### src/rtl/core/rc4_stream_cipher_assert.svh
// assertion helpers shared by the cipher core
`ifndef RC4_STREAM_CIPHER_ASSERT_SVH
`define RC4_STREAM_CIPHER_ASSERT_SVH

// property checked at every clock edge outside reset
`define RC4_ASSERT(label, prop, msg) \
  label: assert property (@(posedge clk) disable iff (!rst_n) prop) \
    else $error(msg);

// condition in one cycle implies a consequence in the next
`define RC4_ASSERT_NEXT(label, pre, post, msg) \
  label: assert property (@(posedge clk) disable iff (!rst_n) (pre) |=> (post)) \
    else $error(msg);

`endif

### src/rtl/core/rc4_pkg.sv
package rc4_pkg;

  localparam int BYTE_W       = 8;
  localparam int SBOX_DEPTH   = 256;
  localparam int SBOX_AW      = 8;
  localparam int KEY_BYTES_DF = 256;
  localparam int KLEN_W       = 9;

  localparam logic [1:0] CMD_LOAD  = 2'd0;
  localparam logic [1:0] CMD_SCHED = 2'd1;
  localparam logic [1:0] CMD_CRYPT = 2'd2;

  localparam logic KIND_DATA = 1'b0;
  localparam logic KIND_DONE = 1'b1;

  localparam logic [KLEN_W-1:0] KLEN_RESET = 9'd16;

endpackage

### src/rtl/core/rc4_ram.sv
module rc4_ram #(
  parameter int DEPTH = rc4_pkg::SBOX_DEPTH,
  parameter int AW    = rc4_pkg::SBOX_AW
) (
  input  logic                      clk,
  input  logic                      wr_en,
  input  logic [AW-1:0]             wr_addr,
  input  logic [rc4_pkg::BYTE_W-1:0] wr_data,
  input  logic [AW-1:0]             rd_addr,
  output logic [rc4_pkg::BYTE_W-1:0] rd_data
);

  logic [rc4_pkg::BYTE_W-1:0] mem_r [DEPTH];
  logic [rc4_pkg::BYTE_W-1:0] rd_data_r;

  // read returns the old word when read and write hit the same entry
  always_ff @(posedge clk) begin
    if (wr_en) begin
      mem_r[wr_addr] <= wr_data;
    end
    rd_data_r <= mem_r[rd_addr];
  end

  assign rd_data = rd_data_r;

endmodule

### src/rtl/core/rc4_stream_cipher.sv
// rc4 engine around one 256x8 s-box memory (1 write + 1 registered read port) and a key store.
// load key byte: written to the key store while idle, busy stays low, no result word.
// crypt byte: busy in read-j, swap and output, then a result strobe; one byte at a time.
// key schedule: busy through 256 identity writes, then 4 s-box accesses per swap step.
// sync reset clears the i/j indices, key_length (to 16) and control; memories hold garbage until written.
`include "rc4_stream_cipher_assert.svh"

module rc4_stream_cipher #(
  parameter int KEY_BYTES = rc4_pkg::KEY_BYTES_DF
) (
  input  logic                          clk,
  input  logic                          rst_n,
  input  logic                          start,
  output logic                          busy,
  input  logic [1:0]                    in_command,
  input  logic [7:0]                    in_key_index,
  input  logic [7:0]                    in_data_byte,
  output logic                          out_strobe,
  output logic [7:0]                    out_result_byte,
  output logic                          out_result_kind,
  input  logic                          cfg_wr_en,
  input  logic [rc4_pkg::KLEN_W-1:0]    cfg_wr_data
);

  localparam int KIDX_W = (KEY_BYTES > 1) ? $clog2(KEY_BYTES) : 1;
  localparam int KW     = rc4_pkg::KLEN_W;

  localparam logic [3:0] ST_IDLE   = 4'd0;
  localparam logic [3:0] ST_K_INIT = 4'd1;
  localparam logic [3:0] ST_K_RDN  = 4'd2;
  localparam logic [3:0] ST_K_RDA  = 4'd3;
  localparam logic [3:0] ST_K_WRN  = 4'd4;
  localparam logic [3:0] ST_K_WRA  = 4'd5;
  localparam logic [3:0] ST_C_RDJ  = 4'd6;
  localparam logic [3:0] ST_C_SWP  = 4'd7;
  localparam logic [3:0] ST_C_OUT  = 4'd8;

  logic [3:0]        state_r, state_nxt;
  logic [7:0]        n_r, n_nxt;
  logic [KIDX_W-1:0] kidx_r, kidx_nxt;
  logic [7:0]        gen_i_r, gen_i_nxt;
  logic [7:0]        gen_j_r, gen_j_nxt;
  logic [7:0]        sa_r, sa_nxt;
  logic [7:0]        sb_r, sb_nxt;
  logic [7:0]        t_r, t_nxt;
  logic [7:0]        data_r, data_nxt;
  logic [KW-1:0]     key_length_r;
  logic              out_strobe_r, out_strobe_nxt;
  logic [7:0]        out_byte_r, out_byte_nxt;
  logic              out_kind_r, out_kind_nxt;

  logic              sbox_we;
  logic [7:0]        sbox_wa, sbox_wd, sbox_ra, sbox_rd;
  logic              key_we;
  logic [KIDX_W-1:0] key_wa, key_ra;
  logic [7:0]        key_rd;

  logic [KW-1:0]     len_used, len_last;
  logic [7:0]        sum8, ks;

  // zero or oversized length means the full 256, then bounded by the store
  always_comb begin
    len_used = key_length_r;
    if ((key_length_r == '0) || (key_length_r > KW'(256))) begin
      len_used = KW'(256);
    end
    if (len_used > KW'(KEY_BYTES)) begin
      len_used = KW'(KEY_BYTES);
    end
    len_last = len_used - KW'(1);
  end

  rc4_ram #(
    .DEPTH (rc4_pkg::SBOX_DEPTH),
    .AW    (rc4_pkg::SBOX_AW)
  ) u_sbox (
    .clk     (clk),
    .wr_en   (sbox_we),
    .wr_addr (sbox_wa),
    .wr_data (sbox_wd),
    .rd_addr (sbox_ra),
    .rd_data (sbox_rd)
  );

  rc4_ram #(
    .DEPTH (KEY_BYTES),
    .AW    (KIDX_W)
  ) u_key (
    .clk     (clk),
    .wr_en   (key_we),
    .wr_addr (key_wa),
    .wr_data (in_data_byte),
    .rd_addr (key_ra),
    .rd_data (key_rd)
  );

  assign key_wa = in_key_index[KIDX_W-1:0];
  assign key_ra = kidx_r;
  assign busy   = (state_r != ST_IDLE);

  always_comb begin
    state_nxt      = state_r;
    n_nxt          = n_r;
    kidx_nxt       = kidx_r;
    gen_i_nxt      = gen_i_r;
    gen_j_nxt      = gen_j_r;
    sa_nxt         = sa_r;
    sb_nxt         = sb_r;
    t_nxt          = t_r;
    data_nxt       = data_r;
    out_strobe_nxt = 1'b0;
    out_byte_nxt   = out_byte_r;
    out_kind_nxt   = out_kind_r;
    sbox_we        = 1'b0;
    sbox_wa        = n_r;
    sbox_wd        = n_r;
    sbox_ra        = n_r;
    key_we         = 1'b0;
    sum8           = '0;
    ks             = sbox_rd;

    unique case (state_r)
      ST_IDLE: begin
        if (start) begin
          unique case (in_command)
            rc4_pkg::CMD_LOAD: begin
              key_we = ({1'b0, in_key_index} < KW'(KEY_BYTES));
            end
            rc4_pkg::CMD_SCHED: begin
              n_nxt     = '0;
              state_nxt = ST_K_INIT;
            end
            rc4_pkg::CMD_CRYPT: begin
              // s[i+1] is fetched right at the accept edge
              gen_i_nxt = gen_i_r + 8'd1;
              sbox_ra   = gen_i_r + 8'd1;
              data_nxt  = in_data_byte;
              state_nxt = ST_C_RDJ;
            end
            default: ;
          endcase
        end
      end
      ST_K_INIT: begin
        sbox_we = 1'b1;
        n_nxt   = n_r + 8'd1;
        if (n_r == 8'hFF) begin
          gen_j_nxt = '0;
          kidx_nxt  = '0;
          state_nxt = ST_K_RDN;
        end
      end
      ST_K_RDN: begin
        state_nxt = ST_K_RDA;
      end
      ST_K_RDA: begin
        // gen_j doubles as the schedule accumulator
        sum8      = gen_j_r + sbox_rd + key_rd;
        gen_j_nxt = sum8;
        sa_nxt    = sbox_rd;
        sbox_ra   = sum8;
        state_nxt = ST_K_WRN;
      end
      ST_K_WRN: begin
        sbox_we   = 1'b1;
        sbox_wd   = sbox_rd;
        state_nxt = ST_K_WRA;
      end
      ST_K_WRA: begin
        sbox_we  = 1'b1;
        sbox_wa  = gen_j_r;
        sbox_wd  = sa_r;
        n_nxt    = n_r + 8'd1;
        kidx_nxt = (KW'(kidx_r) == len_last) ? '0 : kidx_r + KIDX_W'(1);
        if (n_r == 8'hFF) begin
          gen_i_nxt      = '0;
          gen_j_nxt      = '0;
          out_strobe_nxt = 1'b1;
          out_byte_nxt   = '0;
          out_kind_nxt   = rc4_pkg::KIND_DONE;
          state_nxt      = ST_IDLE;
        end else begin
          state_nxt = ST_K_RDN;
        end
      end
      ST_C_RDJ: begin
        sum8      = gen_j_r + sbox_rd;
        gen_j_nxt = sum8;
        sa_nxt    = sbox_rd;
        sbox_ra   = sum8;
        state_nxt = ST_C_SWP;
      end
      ST_C_SWP: begin
        sbox_we   = 1'b1;
        sbox_wa   = gen_i_r;
        sbox_wd   = sbox_rd;
        sb_nxt    = sbox_rd;
        sum8      = sa_r + sbox_rd;
        t_nxt     = sum8;
        sbox_ra   = sum8;
        state_nxt = ST_C_OUT;
      end
      ST_C_OUT: begin
        sbox_we = 1'b1;
        sbox_wa = gen_j_r;
        sbox_wd = sa_r;
        // the read of s[t] raced the swap writes, take the new word on a hit
        if (t_r == gen_j_r) begin
          ks = sa_r;
        end else if (t_r == gen_i_r) begin
          ks = sb_r;
        end
        out_strobe_nxt = 1'b1;
        out_byte_nxt   = data_r ^ ks;
        out_kind_nxt   = rc4_pkg::KIND_DATA;
        state_nxt      = ST_IDLE;
      end
      default: begin
        state_nxt = ST_IDLE;
      end
    endcase
  end

  always_ff @(posedge clk) begin
    if (!rst_n) begin
      state_r      <= ST_IDLE;
      gen_i_r      <= '0;
      gen_j_r      <= '0;
      key_length_r <= rc4_pkg::KLEN_RESET;
      out_strobe_r <= 1'b0;
    end else begin
      state_r      <= state_nxt;
      gen_i_r      <= gen_i_nxt;
      gen_j_r      <= gen_j_nxt;
      out_strobe_r <= out_strobe_nxt;
      if (cfg_wr_en) begin
        key_length_r <= cfg_wr_data;
      end
    end
  end

  always_ff @(posedge clk) begin
    n_r        <= n_nxt;
    kidx_r     <= kidx_nxt;
    sa_r       <= sa_nxt;
    sb_r       <= sb_nxt;
    t_r        <= t_nxt;
    data_r     <= data_nxt;
    out_byte_r <= out_byte_nxt;
    out_kind_r <= out_kind_nxt;
  end

  assign out_strobe      = out_strobe_r;
  assign out_result_byte = out_byte_r;
  assign out_result_kind = out_kind_r;

  `RC4_ASSERT(a_strobe_when_idle, out_strobe_r |-> (state_r == ST_IDLE), "result word while busy")
  `RC4_ASSERT_NEXT(a_strobe_after_finish, (state_r == ST_C_OUT) || ((state_r == ST_K_WRA) && (n_r == 8'hFF)), out_strobe_r, "finished item gave no result word")
  `RC4_ASSERT(a_done_clears_idx, (out_strobe_r && (out_kind_r == rc4_pkg::KIND_DONE)) |-> ((gen_i_r == 8'd0) && (gen_j_r == 8'd0)), "schedule done with live indices")
  `RC4_ASSERT(a_key_write_idle, key_we |-> (state_r == ST_IDLE), "key store written while busy")

endmodule
### config.mk
export PLATFORM = sky130hd
export DESIGN_NAME = rc4_stream_cipher
export DESIGN_NICKNAME = d
export VERILOG_FILES = /design/src/rtl/core/rc4_pkg.sv /design/src/rtl/core/rc4_ram.sv /design/src/rtl/core/rc4_stream_cipher.sv
export VERILOG_INCLUDE_DIRS = /design/src /design/src/rtl/core
export SDC_FILE = /design/constraint.sdc
export NUM_CORES = 2
export LEC_CHECK = 0
export ABC_AREA = 0
export BUFFER_PORTS_ARGS = -buffer_cell sky130_fd_sc_hd__buf_2
export CORE_ASPECT_RATIO = 0.6
export CORE_UTILIZATION = 50
export DETAILED_ROUTE_END_ITERATION = 6
export PLACE_DENSITY = 0.62
export REMOVE_ABC_BUFFERS = 1
export SLEW_MARGIN = 20
export SYNTH_ARGS = -nofsm -noshare
export SYNTH_HDL_FRONTEND = slang
export SYNTH_SLANG_ARGS = --single-unit
### constraint.sdc
create_clock -name clk -period 6.65 [get_ports clk]
set_input_delay 1.995 -clock clk [delete_from_list [all_inputs] [get_ports clk]]
set_output_delay 1.995 -clock clk [all_outputs]
set_load 0.01 [all_outputs]
### After elaboration in Yosys (flattened, before gate mapping)

Memory sizes are Yosys's and may differ from the RTL's. A register that Yosys moved wholly into a read port is not among the register bits.
Index checks and enable logic that the tools add are counted.

| operators by class | value |
|---|---|
| add/sub/neg operators | 7 |
| order comparisons | 2 |
| eq/ne operators | 21 |
| mux-type cells | 38 |
| bitwise operators | 1 |
| reductions and logical operators | 22 |

Operators with widths:

| cell | number |
|---|---|
| $pmux 8 s2 | 6 |
| $mux 8 | 11 |
| $pmux 4 s8 | 1 |
| $pmux 8 s4 | 1 |
| $add 8x1->8 const B | 3 |
| $add 8x8->8 | 3 |
| $pmux 8 s3 | 1 |
| $gt 9x9->1 const B | 2 |
| $mux 9 | 2 |
| $eq 4x3->1 const B | 4 |
| $eq 8x8->1 | 2 |
| $mux 1 | 10 |
| $eq 8x9->1 | 1 |
| $logic_not 9->1 | 1 |
| $reduce_and 3->1 | 3 |
| $sub 9x1->9 const B | 1 |
| $eq 4x2->1 const B | 2 |
| $eq 8x8->1 const B | 1 |
| $mux 4 | 2 |
| $pmux 4 s2 | 1 |
| $reduce_bool 2->1 | 4 |
| $reduce_or 2->1 | 4 |
| $xor 8x8->8 | 1 |
| $ne 2x1->1 const B | 3 |
| other kinds (16) | 21 |

| word-level totals | value |
|---|---|
| register bits | 87 |
| memory bits (writable) | 4096 |
| input bits | 31 |
| output and inout bits | 11 |
| word-level logic and storage cells | 106 |
| memories | 2 |

Memory list:

| memory | words | width | rd ports | clocked after Yosys merged registers in | wr ports | line | source |
|---|---|---|---|---|---|---|---|
| u_key.mem_r | 256 | 8 | 1 | 1 | 1 | rc4_ram.sv:13 | `logic [rc4_pkg::BYTE_W-1:0] mem_r [DEPTH];` |
| u_sbox.mem_r | 256 | 8 | 1 | 1 | 1 | rc4_ram.sv:13 |  |

### Depth between registers and ports, before layout

| logic depth | value |
|---|---|
| depth after elaboration | 9 |
| depth in mapped cells | 20 |
| gate-level depth less buffers | 19 |

### By module

From an unflattened synthesis, not the netlist that was laid out.

| second synthesis, totals | value |
|---|---|
| cell total of the unflattened synthesis | 8092 |
| area total of the unflattened synthesis | 164888.1 um^2 |

By module, submodules not included:

| module | times used | cells each | area each (um^2) | sequential area each (um^2) |
|---|---|---|---|---|
| rc4_ram | 2 | 3733 | 79556.3 | 61659.1 |
| rc4_stream_cipher | 1 | 626 | 5775.5 | 2312.2 |

### Least setup slack after synthesis

OpenSTA, ideal clock, no wires.

| path | value |
|---|---|
| path kind | reg-to-reg |
| start | register state_r[1] |
| end | memory u_sbox.mem_r[0][1] (netlist bit) (data pin) |
| setup time | 0.865 ns |
| arrival | 5.017 ns |
| data required time | 5.785 ns |
| setup slack | 0.768 ns |
| cell stages (with the launch flop) | 9 |
| buffers on the path | 3 |
| clock period less this slack | 5.882 ns |
| cells stage by stage | dfxtp_1 -> buf_2 -> buf_1 -> nor3_1 -> nand2_1 -> nand2_1 -> clkbuf_1 -> nor2_1 -> a221o_1 |

| between the ends | value |
|---|---|
| word-level cells in the longest chain between the ends | 3 |
| elaborated cells on any way between the ends | 7 |
| those cells by class | eq/ne (4); mux (1); reduce/logical (2) |

Ends and longest elaborated chain:

| element | line | source |
|---|---|---|
| start: declaration | rc4_stream_cipher.sv:38 | `logic [3:0] state_r, state_nxt;` |
| start signal: assignment | rc4_stream_cipher.sv:232 | `state_r <= state_nxt;` |
| $eq 4x4->1 or $eq 4x3->1 (tied branches) | rc4_stream_cipher.sv:122 | `unique case (state_r)` |
| $reduce_or 2->1 (no line) | n/a |  |
| $pmux 8 s2 * | rc4_stream_cipher.sv:122 |  |
| via sbox_wd[1] | rc4_stream_cipher.sv:53 | `logic [7:0] sbox_wa, sbox_wd, sbox_ra, sbox_rd;` |
| end: declaration | rc4_ram.sv:13 |  |

The timed path passes the listed nets; every way through them passes the cells marked *.

### Final worst setup path

| path | value |
|---|---|
| start | register u_sbox.rd_data_r (netlist bit u_sbox.rd_data[1]) (read register of u_sbox.mem_r) |
| end | register u_sbox.rd_data_r (netlist bit u_sbox.rd_data[4]) (read register of u_sbox.mem_r) |

| between the ends | value |
|---|---|
| word-level cells in the longest chain between the ends | 3 |
| elaborated cells on any way between the ends | 4 |
| those cells by class | add/sub (3); mux (1) |

Ends and longest elaborated chain:

| element | line | source |
|---|---|---|
| start: declaration | rc4_ram.sv:14 | `logic [rc4_pkg::BYTE_W-1:0] rd_data_r;` |
| $add 8x8->8 | rc4_stream_cipher.sv:158, rc4_stream_cipher.sv:187 |  |
| $add 8x8->8 | rc4_stream_cipher.sv:158 | `sum8 = gen_j_r + sbox_rd + key_rd;` |
| $pmux 8 s4 * | rc4_stream_cipher.sv:122 |  |

Mark *: on every way between the ends. The rest lies on a longest branch, timed or not.
A chain may end at the register's enable or synchronous reset.

==> flow_metrics.py <==
metrics = {
    "run_status": {
        "status": "finished with violations",
        "violations": "design-rule violations",
    },
    "power": {
        "peakVddDrop_mv": 0.408,
        "p_leak_nw": 60.7,
        "powerDensity_nw_per_um2": 396,
    },
    "synthesis": {
        "yosysWarnings": 0,
        "netlist_area_um2": 166000,
        "avgSynthCellArea_um2": 18.8,
        "yosys.cell_types.count": 94,
        "synthCells": 8825,
        "synth_edf_count": 4153,
        "ys_top_cells_by_area": "edfxtp_1 (75%), mux4_2 (12%), nand2_1 (1.9%)",
        "synthFlopType": "edfxtp_1",
        "synth_top_area_share_pct": 75.1,
        "async_flop_share_pct": 0,
        "ys_seq_area_share_pct": 75.7,
        "ys_seq_elements": 4199,
        "synth_top_area_cell": "edfxtp_1",
    },
    "final_layout": {
        "drive_gt1_share_pct": 23.2,
        "areaGrowthSynthToFinish_pct": 13.3,
        "fin_nets": 9456,
        "n_fill_cell": 24345,
        "multiInputGateArea_um2": 38100,
        "final_common_cell": "edfxtp_1",
        "postLayoutCellArea_um2": 188000,
        "regArea_um2": 126000,
        "layout_common_cells": "edfxtp_1 (4153), mux4_2 (881), nand2_1 (825)",
    },
    "timing": {
        "final_max_slew_viol_count": 0,
        "setup_viol": 0,
        "min_period_over_period_pct": 96.0,
        "rsz0062_at_grt": "false",
        "tightestPinTransition_ps": 1290,
        "relSlewSlack_pct": 13.7,
        "post-route-min-period_ps": 6390,
        "finClkSkew_ps": 76.1,
        "fin_ws_ps": 264,
        "final_hold_viol_count": 0,
        "fmax_mhz": 157,
    },
    "placement": {
        "place_hpwl_um": 315000,
        "place_area_um2": 176000,
        "io_buffers": 41,
        "place_ws_ps": -376,
        "place_congestion": 0.981,
    },
    "clocking": {
        "htreeDepth": 5,
        "numCtsBuffers": 381,
        "clkLatencyLatePin_ps": 970,
        "cts_tree": "yes",
        "clock_sinks": 4199,
        "clk_pin_slew_worst_paths_ps": 70,
        "cts_root_buf": "clkbuf_16",
        "cts_buffer_depth": 4,
    },
    "floorplanning": {
        "core_um2": 330000,
        "die-area_um2": 334000,
        "num_rows": 163,
        "fp.dieH_um": 448,
        "ios": 42,
        "die_x_um": 746,
        "start_util_pct": 50.4,
    },
    "worst_setup_path": {
        "worstPathRequired_ps": 7530,
        "critPathMaxFanout": 15,
        "crit_path_start_kind": "register",
        "reg2reg_from": "u_sbox.rd_data[1]",
        "arrival_ps": 7270,
        "startpoint": "u_sbox.rd_data[1]",
        "critPathKind": "register to register",
        "cp-end-kind": "register",
    },
    "drt": {
        "viasPerCell": 6.58,
        "wl_per_cell_um": 34.6,
        "first_pass_iters": 7,
        "routed-via-count": 92606,
        "drt_iter0_markers": 15919,
        "wl_um": 487000,
        "drtAntennaViolNets": 0,
        "drc": 3,
    },
    "grt": {
        "grt_overflow": 0,
        "grt_max_degree": 191,
        "grt_pass1_wl_um": 681000,
        "grt_pass1_vias": 87518,
        "grtUsageTotal_pct": 28.8,
        "antenna_found_initial": 34,
    },
    "hold_path": {
        "hold_start": "key_length_r[8]",
        "hold_path_class": "register to register",
    },
    "flow_run": {
        "drv_cap": 0,
    },
}
[registers in the layout, indices dropped and copies added, names as in the netlist]
signal,flops
u_sbox.rd_data,8
state_r,4
sa_r,8
t_r,8
gen_j_r,8
out_result_byte,8
gen_i_r,8
sb_r,8
u_sbox.mem_r,2048
u_key.mem_r,2048
out_result_kind,1
u_key.rd_data,8
data_r,8
out_strobe,1
key_length_r,9
key_ra,8
n_r,8
[Yosys cell counts, drive strengths merged (9+ instances only)]
library cell and count:
inv 23, o22ai 51, o21ai 56, a32oi 31, and3 105, nor2 651
nor3 39, xnor2 27, or3 9, nor2b 42, mux4 881, nand3 187
ha 26, a221oi 17, a21oi 231, nand2b 17, xor2 37, a2111oi 11
o32ai 21, dfxtp 46, a31oi 68, and2 11, buf 275, mux2 16
a211o 10, clkbuf 268, nand4 20, a221o 14, nor4 35, mux2i 223
a22oi 30, a22o 9, o221ai 34, edfxtp 4153, a21o 11, nand2 845
a311oi 85, a211oi 103
[path summary, 6_finish.rpt]
| path | depth (start not counted) | to | slack [ps] |
|---|---|---|---|
| hold reg to reg | 2 | key_length_r[8] | 580 |
| setup / recovery | 16 | u_sbox.rd_data[4] | 260 |
| setup reg to reg | 16 | u_sbox.rd_data[4] | 260 |
| hold / removal | 2 | key_length_r[8] | 580 |
[kinds of logic after synthesis]
family	synth area share, %
AND/OR/NAND/NOR	5.18
multiplexers	13.4
AO/OA/AOI/OAI	3.57
XOR/XNOR	0.338
buffers and inverters	1.56
flip-flops	75.7
adder cells (fa/ha/maj)	0.238
[through the flow]
step	TNS [ps]	cells	utilization, %	power [mW]	hold WS (ps)
5_1_grt	0	14073	57.1	75.9	607
3_5_place_dp	-617	13384	53.3	51.6	554
3_3_place_gp	-1190	13379	53.2	51.3	505
4_1_cts	0	14069	57.0	73.6	578
2_1_floorplan	-314170	8282	-	43.3	483
6_report	0	14082	57.1	74.4	575
[area by class of cell]
class / count / share of cell area [%]
flip-flops and latches: 4199 / 66.8
multi-input cells: 4060 / 20.3
clock buffers: 452 / 5.27
repair buffers: 731 / 3.37
well taps: 4372 / 2.91
clock inverters: 233 / 1.32
inverters: 23 / 0.0459
diodes: 12 / 0.0160
[metal layers]
layer  GRT usage (%)  vias to the layer above  wire, um
li1                -                    36915         -
met1            46.3                    48608    210000
met2            36.2                     6372    187000
met3            12.3                      691     79800
met4            5.53                       20     10000
met5            1.22                        -       684
[power by group]
group	internal [mW]	switching (mW)	leakage (nW)
Sequential	31.0	0.276	37.8
Clock	12.5	9.87	5.99
Combinational	6.09	14.7	16.9
[critical path: stages, from the launching register on]
cell and delay [ps]:
dfxtp_1 670, ha_1 340, a211oi_1 440, nor2_1 130
xor2_1 440, ha_1 370, or2_2 320, a32oi_1 230
buf_4 270, nand3_4 480, buf_4 400, o22ai_1 220
a21oi_1 100, a22o_1 200, o311ai_1 990, o311ai_0 460
o32ai_1 200
[what timing repair did]
action | CTS | global route
hold buffers | 0 | 0
gates resized for setup | 0 | 3
setup buffers | 0 | 0
setup endpoints to repair | 0 | 1
Note: power is estimated with default switching activity, not from simulation.
